`src/design/eecb_pkg.sv`:
```
// Shared types and constants of the edge event counter bank.
package eecb_pkg;

	localparam int COUNTER_WIDTH_DEF = 32;
	localparam int NUM_COUNTERS_DEF  = 40;

	// Physical input lines fed by the three expanders.
	localparam int NUM_LINES   = 40;
	localparam int PORT_BITS   = 8;
	localparam int PREV_COUNT  = 5;
	localparam int IDX_W       = 6;
	localparam int VALUE_W     = 32;
	localparam int BAD_W       = 34;
	localparam int WD_W        = 16;
	localparam int APB_ADDR_W  = 3;
	localparam int APB_DATA_W  = 32;

	localparam logic [WD_W-1:0] WD_RELOAD_RESET = 16'd60;
	localparam logic [WD_W-1:0] WD_STEP_RESET   = 16'd1;

	// Counters that make up the bad total.
	localparam int BAD_LINE_A = 7;
	localparam int BAD_LINE_B = 16;
	localparam int BAD_LINE_C = 17;
	localparam int BAD_LINE_D = 18;

	// Slots of the stored previous port bytes.
	localparam int PREV_MAIN_A = 0;
	localparam int PREV_MAIN_B = 1;
	localparam int PREV_AUX_A  = 2;
	localparam int PREV_AUX_B  = 3;
	localparam int PREV_EXT_A  = 4;

	// Register index taken from paddr[2].
	localparam logic REG_WD_RELOAD = 1'b0;
	localparam logic REG_WD_STEP   = 1'b1;

	typedef enum logic [1:0] {
		OP_SAMPLE = 2'd0,
		OP_READ   = 2'd1,
		OP_TICK   = 2'd2
	} opcode_t;

	typedef enum logic [1:0] {
		EXP_MAIN = 2'd0,
		EXP_AUX  = 2'd1,
		EXP_EXT  = 2'd2
	} expander_t;

	typedef struct packed {
		logic                 changed;
		logic [NUM_LINES-1:0] inc;
	} sample_res_t;

	typedef struct packed {
		logic [WD_W-1:0] cooldown;
		logic            reset_request;
	} wd_status_t;

endpackage

```
`src/design/eecb_if.sv`:
```
// Request and response channel interfaces of the edge event counter bank.
interface eecb_req_if;
	logic       valid;
	logic       ready;
	logic [1:0] opcode;
	logic [1:0] expander;
	logic [7:0] port_a;
	logic [7:0] port_b;
	logic [5:0] counter_index;

	modport source (output valid, opcode, expander, port_a, port_b, counter_index,
		input ready);
	modport sink (input valid, opcode, expander, port_a, port_b, counter_index,
		output ready);
endinterface

interface eecb_rsp_if;
	logic        valid;
	logic        ready;
	logic        changed;
	logic [31:0] count_value;
	logic [33:0] bad_total;
	logic [15:0] cooldown_left;
	logic        reset_request;

	modport source (output valid, changed, count_value, bad_total, cooldown_left,
		reset_request, input ready);
	modport sink (input valid, changed, count_value, bad_total, cooldown_left,
		reset_request, output ready);
endinterface

```
`src/design/edge_event_counter_bank_core.sv`:
```
// Edge event counter bank: 40 rising-edge counters, watchdog and result register.
//
// The block takes one request per clock cycle while its output register is free.
// Sample requests compare the expander bytes with the stored ones and step the
// counter of each line that rose (lines 8, 10, 11 and 12 never; pair counters 9
// and 13 only with their latch armed), all lanes in the same cycle; reads and ticks
// take their counter values from the lanes. Each result appears in the output
// register in the cycle after its request transfer; req.ready stays high whenever
// that register is empty or is being drained. No clearing pass is needed after reset.
module edge_event_counter_bank_core #(
	parameter int COUNTER_WIDTH = eecb_pkg::COUNTER_WIDTH_DEF,
	parameter int NUM_COUNTERS  = eecb_pkg::NUM_COUNTERS_DEF
) (
	input  logic                            clk,
	input  logic                            arst_n,
	eecb_req_if.sink                        req,
	eecb_rsp_if.source                      rsp,
	input  logic                            psel,
	input  logic                            penable,
	input  logic                            pwrite,
	input  logic [eecb_pkg::APB_ADDR_W-1:0] paddr,
	input  logic [eecb_pkg::APB_DATA_W-1:0] pwdata,
	output logic [eecb_pkg::APB_DATA_W-1:0] prdata,
	output logic                            pready
);
	import eecb_pkg::*;

	logic [WD_W-1:0] reload_q;
	logic [WD_W-1:0] step_q;
	logic            cfg_wr;
	logic            take;
	logic            out_valid_q;
	opcode_t         op;
	sample_res_t     smp;
	wd_status_t      wd_st;
	logic [VALUE_W-1:0] read_value;
	logic [BAD_W-1:0]   bad_sum;
	logic [NUM_COUNTERS-1:0][COUNTER_WIDTH-1:0] counts;

	logic               changed_q;
	logic [VALUE_W-1:0] value_q;
	logic [BAD_W-1:0]   bad_q;
	logic [WD_W-1:0]    cooldown_q;
	logic               flag_q;

	// Configuration registers.
	assign pready = 1'b1;
	assign cfg_wr = psel && penable && pwrite;

	always_ff @(posedge clk or negedge arst_n) begin
		if (!arst_n) begin
			reload_q <= WD_RELOAD_RESET;
			step_q   <= WD_STEP_RESET;
		end else if (cfg_wr) begin
			unique case (paddr[2])
				REG_WD_RELOAD: reload_q <= pwdata[WD_W-1:0];
				REG_WD_STEP:   step_q   <= pwdata[WD_W-1:0];
				default:       reload_q <= reload_q;
			endcase
		end
	end

	always_comb begin
		unique case (paddr[2])
			REG_WD_RELOAD: prdata = {{(APB_DATA_W-WD_W){1'b0}}, reload_q};
			REG_WD_STEP:   prdata = {{(APB_DATA_W-WD_W){1'b0}}, step_q};
			default:       prdata = '0;
		endcase
	end

	assign req.ready = !out_valid_q || rsp.ready;
	assign take      = req.valid && req.ready;
	assign op        = opcode_t'(req.opcode);

	eecb_decode u_decode (
		.clk      (clk),
		.arst_n   (arst_n),
		.enable   (take && (op == OP_SAMPLE)),
		.expander (req.expander),
		.port_a   (req.port_a),
		.port_b   (req.port_b),
		.res      (smp)
	);

	for (genvar i = 0; i < NUM_COUNTERS; i++) begin : g_lane
		logic lane_inc;
		if (i < NUM_LINES) begin : g_line
			assign lane_inc = smp.inc[i];
		end else begin : g_spare
			assign lane_inc = 1'b0;
		end
		eecb_lane #(
			.COUNTER_WIDTH (COUNTER_WIDTH)
		) u_lane (
			.clk    (clk),
			.arst_n (arst_n),
			.inc    (lane_inc),
			.count  (counts[i])
		);
	end

	eecb_merge #(
		.COUNTER_WIDTH (COUNTER_WIDTH),
		.NUM_COUNTERS  (NUM_COUNTERS)
	) u_merge (
		.counts     (counts),
		.index      (req.counter_index),
		.read_value (read_value),
		.bad_total  (bad_sum)
	);

	eecb_watchdog u_watchdog (
		.clk    (clk),
		.arst_n (arst_n),
		.reload (reload_q),
		.step   (step_q),
		.mark   (smp.changed),
		.tick   (take && (op == OP_TICK)),
		.status (wd_st)
	);

	// Output register; it loads on every request transfer.
	always_ff @(posedge clk or negedge arst_n) begin
		if (!arst_n) begin
			out_valid_q <= 1'b0;
		end else if (take) begin
			out_valid_q <= 1'b1;
		end else if (rsp.ready) begin
			out_valid_q <= 1'b0;
		end
	end

	always_ff @(posedge clk) begin
		if (take) begin
			changed_q  <= smp.changed;
			value_q    <= (op == OP_READ) ? read_value : '0;
			bad_q      <= (op == OP_TICK) ? bad_sum : '0;
			cooldown_q <= wd_st.cooldown;
			flag_q     <= wd_st.reset_request;
		end
	end

	assign rsp.valid         = out_valid_q;
	assign rsp.changed       = changed_q;
	assign rsp.count_value   = value_q;
	assign rsp.bad_total     = bad_q;
	assign rsp.cooldown_left = cooldown_q;
	assign rsp.reset_request = flag_q;

	// The reset request never falls once raised.
	a_flag_sticky: assert property (@(posedge clk) disable iff (!arst_n)
		wd_st.reset_request |=> wd_st.reset_request)
		else $error("watchdog reset request dropped");

	// Every request transfer leaves a result waiting in the next cycle.
	a_result_follows: assert property (@(posedge clk) disable iff (!arst_n)
		take |=> rsp.valid)
		else $error("accepted request produced no result");

	// The pair arming lines never step their own counters.
	a_arm_lines_quiet: assert property (@(posedge clk) disable iff (!arst_n)
		(counts[8] == '0) && (counts[12] == '0))
		else $error("pair arming line counted");

	// A pair counter steps only on an expander 0 sample that changed.
	a_pair_inc_gated: assert property (@(posedge clk) disable iff (!arst_n)
		(smp.inc[9] || smp.inc[13]) |-> (smp.changed && (req.expander == EXP_MAIN)))
		else $error("pair counter stepped outside a changed main sample");

endmodule

```
`src/design/eecb_decode.sv`:
```
// Rising edge detection on the sampled port bytes, with the pair latches.
module eecb_decode (
	input  logic                  clk,
	input  logic                  arst_n,
	input  logic                  enable,
	input  logic [1:0]            expander,
	input  logic [7:0]            port_a,
	input  logic [7:0]            port_b,
	output eecb_pkg::sample_res_t res
);
	import eecb_pkg::*;

	logic [PORT_BITS-1:0] prev_q [PREV_COUNT];
	logic [1:0]           armed_q;
	logic [1:0]           armed_n;
	logic [PORT_BITS-1:0] rise_a;
	logic [PORT_BITS-1:0] rise_b;
	logic [NUM_LINES-1:0] inc;
	logic                 hit;

	always_comb begin
		inc     = '0;
		hit     = 1'b0;
		armed_n = armed_q;
		rise_a  = '0;
		rise_b  = '0;
		case (expander_t'(expander))
			EXP_MAIN: begin
				hit    = (prev_q[PREV_MAIN_A] != port_a) || (prev_q[PREV_MAIN_B] != port_b);
				rise_a = ~prev_q[PREV_MAIN_A] & port_a;
				rise_b = ~prev_q[PREV_MAIN_B] & port_b;
				inc[7:0] = rise_a;
				// A latch armed in the same sample is added at once.
				inc[9]   = rise_b[1] & (armed_q[0] | rise_b[0]);
				inc[13]  = rise_b[5] & (armed_q[1] | rise_b[4]);
				inc[15:14] = rise_b[7:6];
				if (rise_b[1]) begin
					armed_n[0] = 1'b0;
				end else if (rise_b[0]) begin
					armed_n[0] = 1'b1;
				end
				if (rise_b[5]) begin
					armed_n[1] = 1'b0;
				end else if (rise_b[4]) begin
					armed_n[1] = 1'b1;
				end
			end
			EXP_AUX: begin
				hit    = (prev_q[PREV_AUX_A] != port_a) || (prev_q[PREV_AUX_B] != port_b);
				rise_a = ~prev_q[PREV_AUX_A] & port_a;
				rise_b = ~prev_q[PREV_AUX_B] & port_b;
				inc[23:16] = rise_a;
				inc[31:24] = rise_b;
			end
			EXP_EXT: begin
				hit    = prev_q[PREV_EXT_A] != port_a;
				rise_a = ~prev_q[PREV_EXT_A] & port_a;
				inc[39:32] = rise_a;
			end
			default: begin
				hit = 1'b0;
			end
		endcase
	end

	always_ff @(posedge clk or negedge arst_n) begin
		if (!arst_n) begin
			for (int i = 0; i < PREV_COUNT; i++) begin
				prev_q[i] <= '0;
			end
			armed_q <= '0;
		end else if (enable && hit) begin
			case (expander_t'(expander))
				EXP_MAIN: begin
					prev_q[PREV_MAIN_A] <= port_a;
					prev_q[PREV_MAIN_B] <= port_b;
					armed_q             <= armed_n;
				end
				EXP_AUX: begin
					prev_q[PREV_AUX_A] <= port_a;
					prev_q[PREV_AUX_B] <= port_b;
				end
				EXP_EXT: begin
					prev_q[PREV_EXT_A] <= port_a;
				end
				default: begin
					armed_q <= armed_q;
				end
			endcase
		end
	end

	assign res.changed = enable & hit;
	assign res.inc     = enable ? inc : '0;

endmodule

```
`src/design/eecb_lane.sv`:
```
// One wrapping event counter lane.
module eecb_lane #(
	parameter int COUNTER_WIDTH = eecb_pkg::COUNTER_WIDTH_DEF
) (
	input  logic                     clk,
	input  logic                     arst_n,
	input  logic                     inc,
	output logic [COUNTER_WIDTH-1:0] count
);
	import eecb_pkg::*;

	logic [COUNTER_WIDTH-1:0] count_q;

	always_ff @(posedge clk or negedge arst_n) begin
		if (!arst_n) begin
			count_q <= '0;
		end else if (inc) begin
			count_q <= count_q + COUNTER_WIDTH'(1);
		end
	end

	assign count = count_q;

endmodule

```
`src/design/eecb_watchdog.sv`:
```
// Activity watchdog with cooldown and sticky reset request.
module eecb_watchdog (
	input  logic                  clk,
	input  logic                  arst_n,
	input  logic [15:0]           reload,
	input  logic [15:0]           step,
	input  logic                  mark,
	input  logic                  tick,
	output eecb_pkg::wd_status_t  status
);
	import eecb_pkg::*;

	logic            act_q;
	logic            act_n;
	logic [WD_W-1:0] cd_q;
	logic [WD_W-1:0] cd_n;
	logic            flag_q;
	logic            flag_n;

	always_comb begin
		act_n  = act_q;
		cd_n   = cd_q;
		flag_n = flag_q;
		if (tick) begin
			if (act_q) begin
				cd_n  = reload;
				act_n = 1'b0;
			end else if (cd_q > step) begin
				cd_n = cd_q - step;
			end else begin
				cd_n = '0;
			end
			flag_n = flag_q | (cd_n == '0);
		end else if (mark) begin
			act_n = 1'b1;
		end
	end

	always_ff @(posedge clk or negedge arst_n) begin
		if (!arst_n) begin
			act_q  <= 1'b0;
			cd_q   <= WD_RELOAD_RESET;
			flag_q <= 1'b0;
		end else begin
			act_q  <= act_n;
			cd_q   <= cd_n;
			flag_q <= flag_n;
		end
	end

	// The result reports the state as it stands after the item.
	assign status.cooldown      = cd_n;
	assign status.reset_request = flag_n;

endmodule

```
`src/design/eecb_merge.sv`:
```
// Merges the lane counts into the read value and the bad total.
module eecb_merge #(
	parameter int COUNTER_WIDTH = eecb_pkg::COUNTER_WIDTH_DEF,
	parameter int NUM_COUNTERS  = eecb_pkg::NUM_COUNTERS_DEF
) (
	input  logic [NUM_COUNTERS-1:0][COUNTER_WIDTH-1:0] counts,
	input  logic [5:0]                                 index,
	output logic [31:0]                                read_value,
	output logic [33:0]                                bad_total
);
	import eecb_pkg::*;

	localparam int IW = $clog2(NUM_COUNTERS);

	logic [NUM_COUNTERS-1:0][VALUE_W-1:0] cnt32;
	logic [3:0][BAD_W-1:0]                bad_term;
	logic [BAD_LINE_D:0][BAD_W-1:0]       cnt34;
	logic                                 in_range;

	for (genvar i = 0; i < NUM_COUNTERS; i++) begin : g_ext
		if (COUNTER_WIDTH >= VALUE_W) begin : g_wide
			assign cnt32[i] = counts[i][VALUE_W-1:0];
		end else begin : g_narrow
			assign cnt32[i] = {{(VALUE_W-COUNTER_WIDTH){1'b0}}, counts[i]};
		end
	end

	for (genvar i = 0; i <= BAD_LINE_D; i++) begin : g_ext34
		if (COUNTER_WIDTH >= BAD_W) begin : g_wide
			assign cnt34[i] = counts[i][BAD_W-1:0];
		end else begin : g_narrow
			assign cnt34[i] = {{(BAD_W-COUNTER_WIDTH){1'b0}}, counts[i]};
		end
	end

	assign bad_term[0] = cnt34[BAD_LINE_A];
	assign bad_term[1] = cnt34[BAD_LINE_B];
	assign bad_term[2] = cnt34[BAD_LINE_C];
	assign bad_term[3] = cnt34[BAD_LINE_D];

	// Two-level adder tree; the sum wraps at 34 bits.
	assign bad_total = (bad_term[0] + bad_term[1]) + (bad_term[2] + bad_term[3]);

	assign in_range   = {1'b0, index} < 7'(NUM_COUNTERS);
	assign read_value = in_range ? cnt32[index[IW-1:0]] : '0;

endmodule
```
`src/flat_wrapper.sv`:
```
// flat-port wrapper written by rule: the top's interface ports become plain ports
module edge_event_counter_bank_core_flat import eecb_pkg::*;
#(
	parameter int COUNTER_WIDTH = eecb_pkg::COUNTER_WIDTH_DEF,
	parameter int NUM_COUNTERS  = eecb_pkg::NUM_COUNTERS_DEF
)
  (clk, arst_n, psel, penable, pwrite, paddr, pwdata, prdata, pready, req_valid, req_opcode, req_expander, req_port_a, req_port_b, req_counter_index, req_ready, rsp_valid, rsp_changed, rsp_count_value, rsp_bad_total, rsp_cooldown_left, rsp_reset_request, rsp_ready);
  eecb_req_if req_i ();
  eecb_rsp_if rsp_i ();
  input  logic clk;
  input  logic arst_n;
  input  logic psel;
  input  logic penable;
  input  logic pwrite;
  input  logic [eecb_pkg::APB_ADDR_W-1:0] paddr;
  input  logic [eecb_pkg::APB_DATA_W-1:0] pwdata;
  output logic [eecb_pkg::APB_DATA_W-1:0] prdata;
  output logic pready;
  input wire logic [$bits(req_i.valid)-1:0] req_valid;
  input wire logic [$bits(req_i.opcode)-1:0] req_opcode;
  input wire logic [$bits(req_i.expander)-1:0] req_expander;
  input wire logic [$bits(req_i.port_a)-1:0] req_port_a;
  input wire logic [$bits(req_i.port_b)-1:0] req_port_b;
  input wire logic [$bits(req_i.counter_index)-1:0] req_counter_index;
  output wire logic [$bits(req_i.ready)-1:0] req_ready;
  output wire logic [$bits(rsp_i.valid)-1:0] rsp_valid;
  output wire logic [$bits(rsp_i.changed)-1:0] rsp_changed;
  output wire logic [$bits(rsp_i.count_value)-1:0] rsp_count_value;
  output wire logic [$bits(rsp_i.bad_total)-1:0] rsp_bad_total;
  output wire logic [$bits(rsp_i.cooldown_left)-1:0] rsp_cooldown_left;
  output wire logic [$bits(rsp_i.reset_request)-1:0] rsp_reset_request;
  input wire logic [$bits(rsp_i.ready)-1:0] rsp_ready;
  assign req_i.valid = req_valid;
  assign req_i.opcode = req_opcode;
  assign req_i.expander = req_expander;
  assign req_i.port_a = req_port_a;
  assign req_i.port_b = req_port_b;
  assign req_i.counter_index = req_counter_index;
  assign req_ready = req_i.ready;
  assign rsp_valid = rsp_i.valid;
  assign rsp_changed = rsp_i.changed;
  assign rsp_count_value = rsp_i.count_value;
  assign rsp_bad_total = rsp_i.bad_total;
  assign rsp_cooldown_left = rsp_i.cooldown_left;
  assign rsp_reset_request = rsp_i.reset_request;
  assign rsp_i.ready = rsp_ready;
  edge_event_counter_bank_core #(.COUNTER_WIDTH(COUNTER_WIDTH), .NUM_COUNTERS(NUM_COUNTERS)) u_core (.clk(clk), .arst_n(arst_n), .req(req_i), .rsp(rsp_i), .psel(psel), .penable(penable), .pwrite(pwrite), .paddr(paddr), .pwdata(pwdata), .prdata(prdata), .pready(pready));
endmodule
```
`config.mk`:
```
export PLATFORM = sky130hd
export DESIGN_NAME = edge_event_counter_bank_core_flat
export DESIGN_NICKNAME = d
export VERILOG_FILES = /design/src/design/eecb_pkg.sv /design/src/design/eecb_if.sv /design/src/design/edge_event_counter_bank_core.sv /design/src/design/eecb_decode.sv /design/src/design/eecb_lane.sv /design/src/design/eecb_watchdog.sv /design/src/design/eecb_merge.sv /design/src/flat_wrapper.sv
export SDC_FILE = /design/constraint.sdc
export NUM_CORES = 2
export LEC_CHECK = 0
export BUFFER_PORTS_ARGS = -buffer_cell sky130_fd_sc_hd__buf_2
export CAP_MARGIN = 20
export CORE_ASPECT_RATIO = 1.5
export CORE_MARGIN = 1.5
export CORE_UTILIZATION = 32
export CTS_BUF_LIST = sky130_fd_sc_hd__clkbuf_4 sky130_fd_sc_hd__clkbuf_8
export DETAILED_ROUTE_END_ITERATION = 8
export GPL_TIMING_DRIVEN = 0
export SYNTH_ARGS = -nofsm -noshare
export SYNTH_HDL_FRONTEND = slang
export SYNTH_SLANG_ARGS = --single-unit
```
`constraint.sdc`:
```
create_clock -name clk -period 7.3 [get_ports clk]
set_input_delay 1.46 -clock clk [delete_from_list [all_inputs] [get_ports clk]]
set_output_delay 1.46 -clock clk [all_outputs]
set_load 0.01 [all_outputs]
```
==> qor.yml <==
yosys:
  ys_types: 82
  ys.flop_type: "dfrtp_1"
  synth_edf_count: 84
  synth_xor_area_frac: 0.1459
  yosysSeqAreaShare: 0.4761
  synth_simple_gate_area_frac: 0.1591
  yosys_warnings: 0
  synth_seq_cells: 1329
  synth_top_family_by_area: "simple AND/OR/NAND/NOR gates"
  synth_cells: 6371
  synth_compound_area_frac: 0.04421
  synthMuxAreaShare: 0.1122
  avgSynthCellArea_um2: 11.11
  synthesis.area_um2: 70760
  synth_fa_ha_area_frac: 0.03713
  postSynth.asyncResetShare: 0.9368
layout:
  layout.cells.non_filler: 9820
  area_delta_synth_final_pct: 13.48
  nNetsFinal: 7034
  design_area_um2: 80300
  post-route-util: 0.3651
  drive_above_1_share: 0.1491
place:
  gp_congestion: 0.9928
  postPlaceCellArea_um2: 75740
  dp_slack_ns: 0.6535
  post-dp-hpwl_um: 179600
  port-buffer-count: 147
  placed_cells: 9437
floorplan:
  die_w_um: 386.9
  start_util: 0.3218
  die_area_um2: 224000
  num_io_pins: 187
  coreArea_um2: 219900
  die_h_um: 578.9
  std_cell_rows: 211
route:
  drt-pass1-iter-count: 6
  drt_wl_total_um: 230600
  routed_via_density: 5.266
  drtIter0Drc: 3839
  wl_met1_um: 80310
  ant_nets: 0
  dr.max_layer_used: "met5"
  drt-wirelength-per-cell_um: 23.48
  drc: 0
  wl_met3_um: 11030
  vias: 51720
  dr_wl_met2_um: 118100
setup_path:
  reg2reg_depth: 23
  crit_fanout: 7
  ff2ff_setup_slack_ns: 0.99
  required_ns: 7.99
  path_class: "reg -> reg"
  start_kind: "flip-flop"
  r2r_end: "u_core.rsp.bad_total[32]"
  end_kind: "flip-flop"
  timing.rr.start: "u_core.g_lane[7].u_lane.count[0]"
  arrival_ns: 7.00
timing:
  clock_skew_ns: 0.07374
  rsz0062_at_grt: "no"
  drv_slew: 0
  finalSetupTns_ns: 0
  fin_crit_ns: 6.314
  worstMarginPinSlew_ns: 1.197
  slew_headroom: 0.2017
  fmax_ghz: 0.1584
  setup_ws_ns: 0.9861
  setup_violations: 0
  period_share: 0.8649
  finalHoldViolations: 0
clock_network:
  postCtsSetupRepairBufs: 0
  root_buffer: "clkbuf_8"
  cts_buffer_depth: 4
  numClockSinks: 1329
  clk_pin_slew_worst_paths_ns: 0.07
  cts.repair.resized: 0
  ctsHoldBuffers: 0
  htreeDepth: 4
  cts_buffers: 211
  cts_tree: "yes"
  clk_latency_ns: 0.97
grt:
  grt_pass1_wl_um: 342100
  grt_pass1_vias: 54340
  grt_usage: 0.2037
  grt_max_degree: 164
  antenna_found_initial: 21
  grt-ovfl-total: 0
power:
  leakage_nw: 36.00
  power_density_nw_per_um2: 207.8
  peakVddDrop_mv: 0.1456
worst_hold_path:
  hold_path_end: "u_core.g_lane[21].u_lane.count[31]"
  hold_class: "reg -> reg"
  min_from: "u_core.g_lane[21].u_lane.count[31]"
  worstHoldPathCells: 1
run_status:
  status: "finished, final reports clean"
flow_run:
  max_cap_violations: 0
## synthesized netlist by cell type (all sizes together), types with 11 or more instances
library cell,number,share of area
a22o,19,0.0024
xor2,341,0.042
a21o,29,0.0031
xnor2,838,0.10
nand3,401,0.029
nand2,682,0.036
ha,154,0.027
o21a,12,0.0013
nor3,91,0.0068
nand3b,23,0.0024
o21ai,155,0.011
fa,35,0.0099
inv,250,0.013
or2,20,0.0018
mux4,279,0.089
and4,37,0.0046
dfrtp,1236,0.44
nand4,170,0.015
a31oi,11,0.00097
a21oi,109,0.0077
o21bai,15,0.0016
and2,51,0.0045
mux2,86,0.014
or3,19,0.0018
and3,252,0.022
o22a,29,0.0036
o32ai,23,0.0028
o211ai,11,0.0012
nand2b,27,0.0024
nor2,460,0.025
nor2b,32,0.0028
clkbuf,111,0.0059
nor4,24,0.0029
o221ai,12,0.0015
edfxtp,84,0.036
buf,81,0.0060
mux2i,69,0.0098
a22oi,12,0.0013
## through the flow
stage / power [mW] / hold WS, ns
6_report: 16.69 / 0.4663
5_1_grt: 17.29 / 0.4803
4_1_cts: 16.81 / 0.4685
3_5_place_dp: 9.827 / 0.4568
3_3_place_gp: 9.780 / 0.4524
2_1_floorplan: 8.997 / 0.4306
## worst max-delay path by stage
stage / slack [ns] / from / endpoint
after floorplan: 0.41 / rsp_ready / u_core.u_decode.prev_q[24]
after global placement: -23.27 / arst_n / u_core.u_watchdog.cd_q[15]
after detailed placement: 0.65 / req_counter_index[1] / u_core.rsp.count_value[5]
after CTS: 1.07 / u_core.g_lane[7].u_lane.count[0] / u_core.rsp.bad_total[33]
after global routing: 0.58 / u_core.g_lane[7].u_lane.count[0] / u_core.rsp.bad_total[33]
final: 0.99 / u_core.g_lane[7].u_lane.count[0] / u_core.rsp.bad_total[32]
## flip-flops by register name, summed over array words and instances, names as in the netlist
register                    cells
u_core.u_watchdog.flag_q        1
u_core.rsp.changed              1
u_core.rsp.valid                1
u_core.rsp.cooldown_left       16
u_core.u_watchdog.cd_q         16
u_core.u_watchdog.act_q         1
u_core.rsp.reset_request        1
u_core.u_decode.armed_q         2
u_core.reload_q                16
u_core.step_q                  16
u_core.rsp.count_value         32
u_core.rsp.bad_total           34
u_core.g_lane.u_lane.count   1152
u_core.u_decode.prev_q         40
## layout by cell type, fill, tap and decap left out, types with 37 or more instances in the layout
| cell type | instances |
|---|---|
| clkbuf_4 | 70 |
| nand4_1 | 169 |
| and3_1 | 252 |
| nor2_1 | 455 |
| xor2_1 | 341 |
| nand2_1 | 682 |
| and4_1 | 37 |
| mux2_2 | 86 |
| mux2i_1 | 69 |
| buf_2 | 192 |
| and2_1 | 44 |
| inv_1 | 249 |
| a21oi_1 | 109 |
| o21ai_0 | 155 |
| mux4_2 | 279 |
| edfxtp_1 | 84 |
| nand3_1 | 399 |
| nor3_1 | 86 |
| clkbuf_1 | 111 |
| ha_1 | 154 |
| dfrtp_1 | 1236 |
| clkbuf_8 | 259 |
| xnor2_1 | 838 |
## power breakdown
part           internal (mW)  switching [mW]
Combinational          0.674            1.20
Sequential              7.68           0.159
Clock                   3.83            3.15
Total                   12.2            4.50
## logic make-up (layout without fill, tap and decap cells)
logic type                 count (synthesis)  in the layout
xor gates and xnor gates                1179           1179
and+or+nand+nor                         2309           2309
muxes                                    434            434
AOI/OAI and AO/OA                        486            486
buffers and inverters                    443            993
other                                      2             26
DFF                                     1329           1329
adders and majority gates                189            189
## layer usage
layer | track usage | vias to the layer above
met5 | 0 | -
met2 | 0.3658 | 1610
met4 | 0.1691 | 14
met1 | 0.2087 | 26310
met3 | 0.03247 | 720
li1 | - | 23070
## cell type report
| class | count | area, um2 |
|---|---|---|
| plain buffers | 192 | 839.6 |
| clock buffers | 329 | 4090 |
| flip-flops and latches | 1329 | 33690 |
| well taps | 2875 | 3597 |
| clock inverters | 43 | 434.2 |
| diodes | 9 | 22.52 |
| repair buffers | 178 | 1318 |
| fillers | 21570 | 139600 |
| multi-input cells | 4614 | 35370 |
| inverters | 251 | 942.2 |
## worst max-delay path, cell delays in order, from the launching register on
cell      delay, ns
dfrtp_1        0.46
ha_1           0.26
inv_1          0.08
fa_1           0.23
nor2b_1        0.08
o31a_1         0.29
o31a_1         0.30
o41ai_1        0.76
o31a_1         0.34
o21ai_0        0.21
xnor2_1        0.18
fa_1           0.49
inv_1          0.04
ha_1           0.26
clkbuf_1       0.25
nand3_1        0.12
nor2_1         0.28
nand3_1        0.11
o211ai_1       0.35
o211ai_1       0.18
o21ai_0        0.29
a31oi_1        0.17
xnor2_1        0.14
and2_1         0.15
Power figures use the tool's default switching activity.
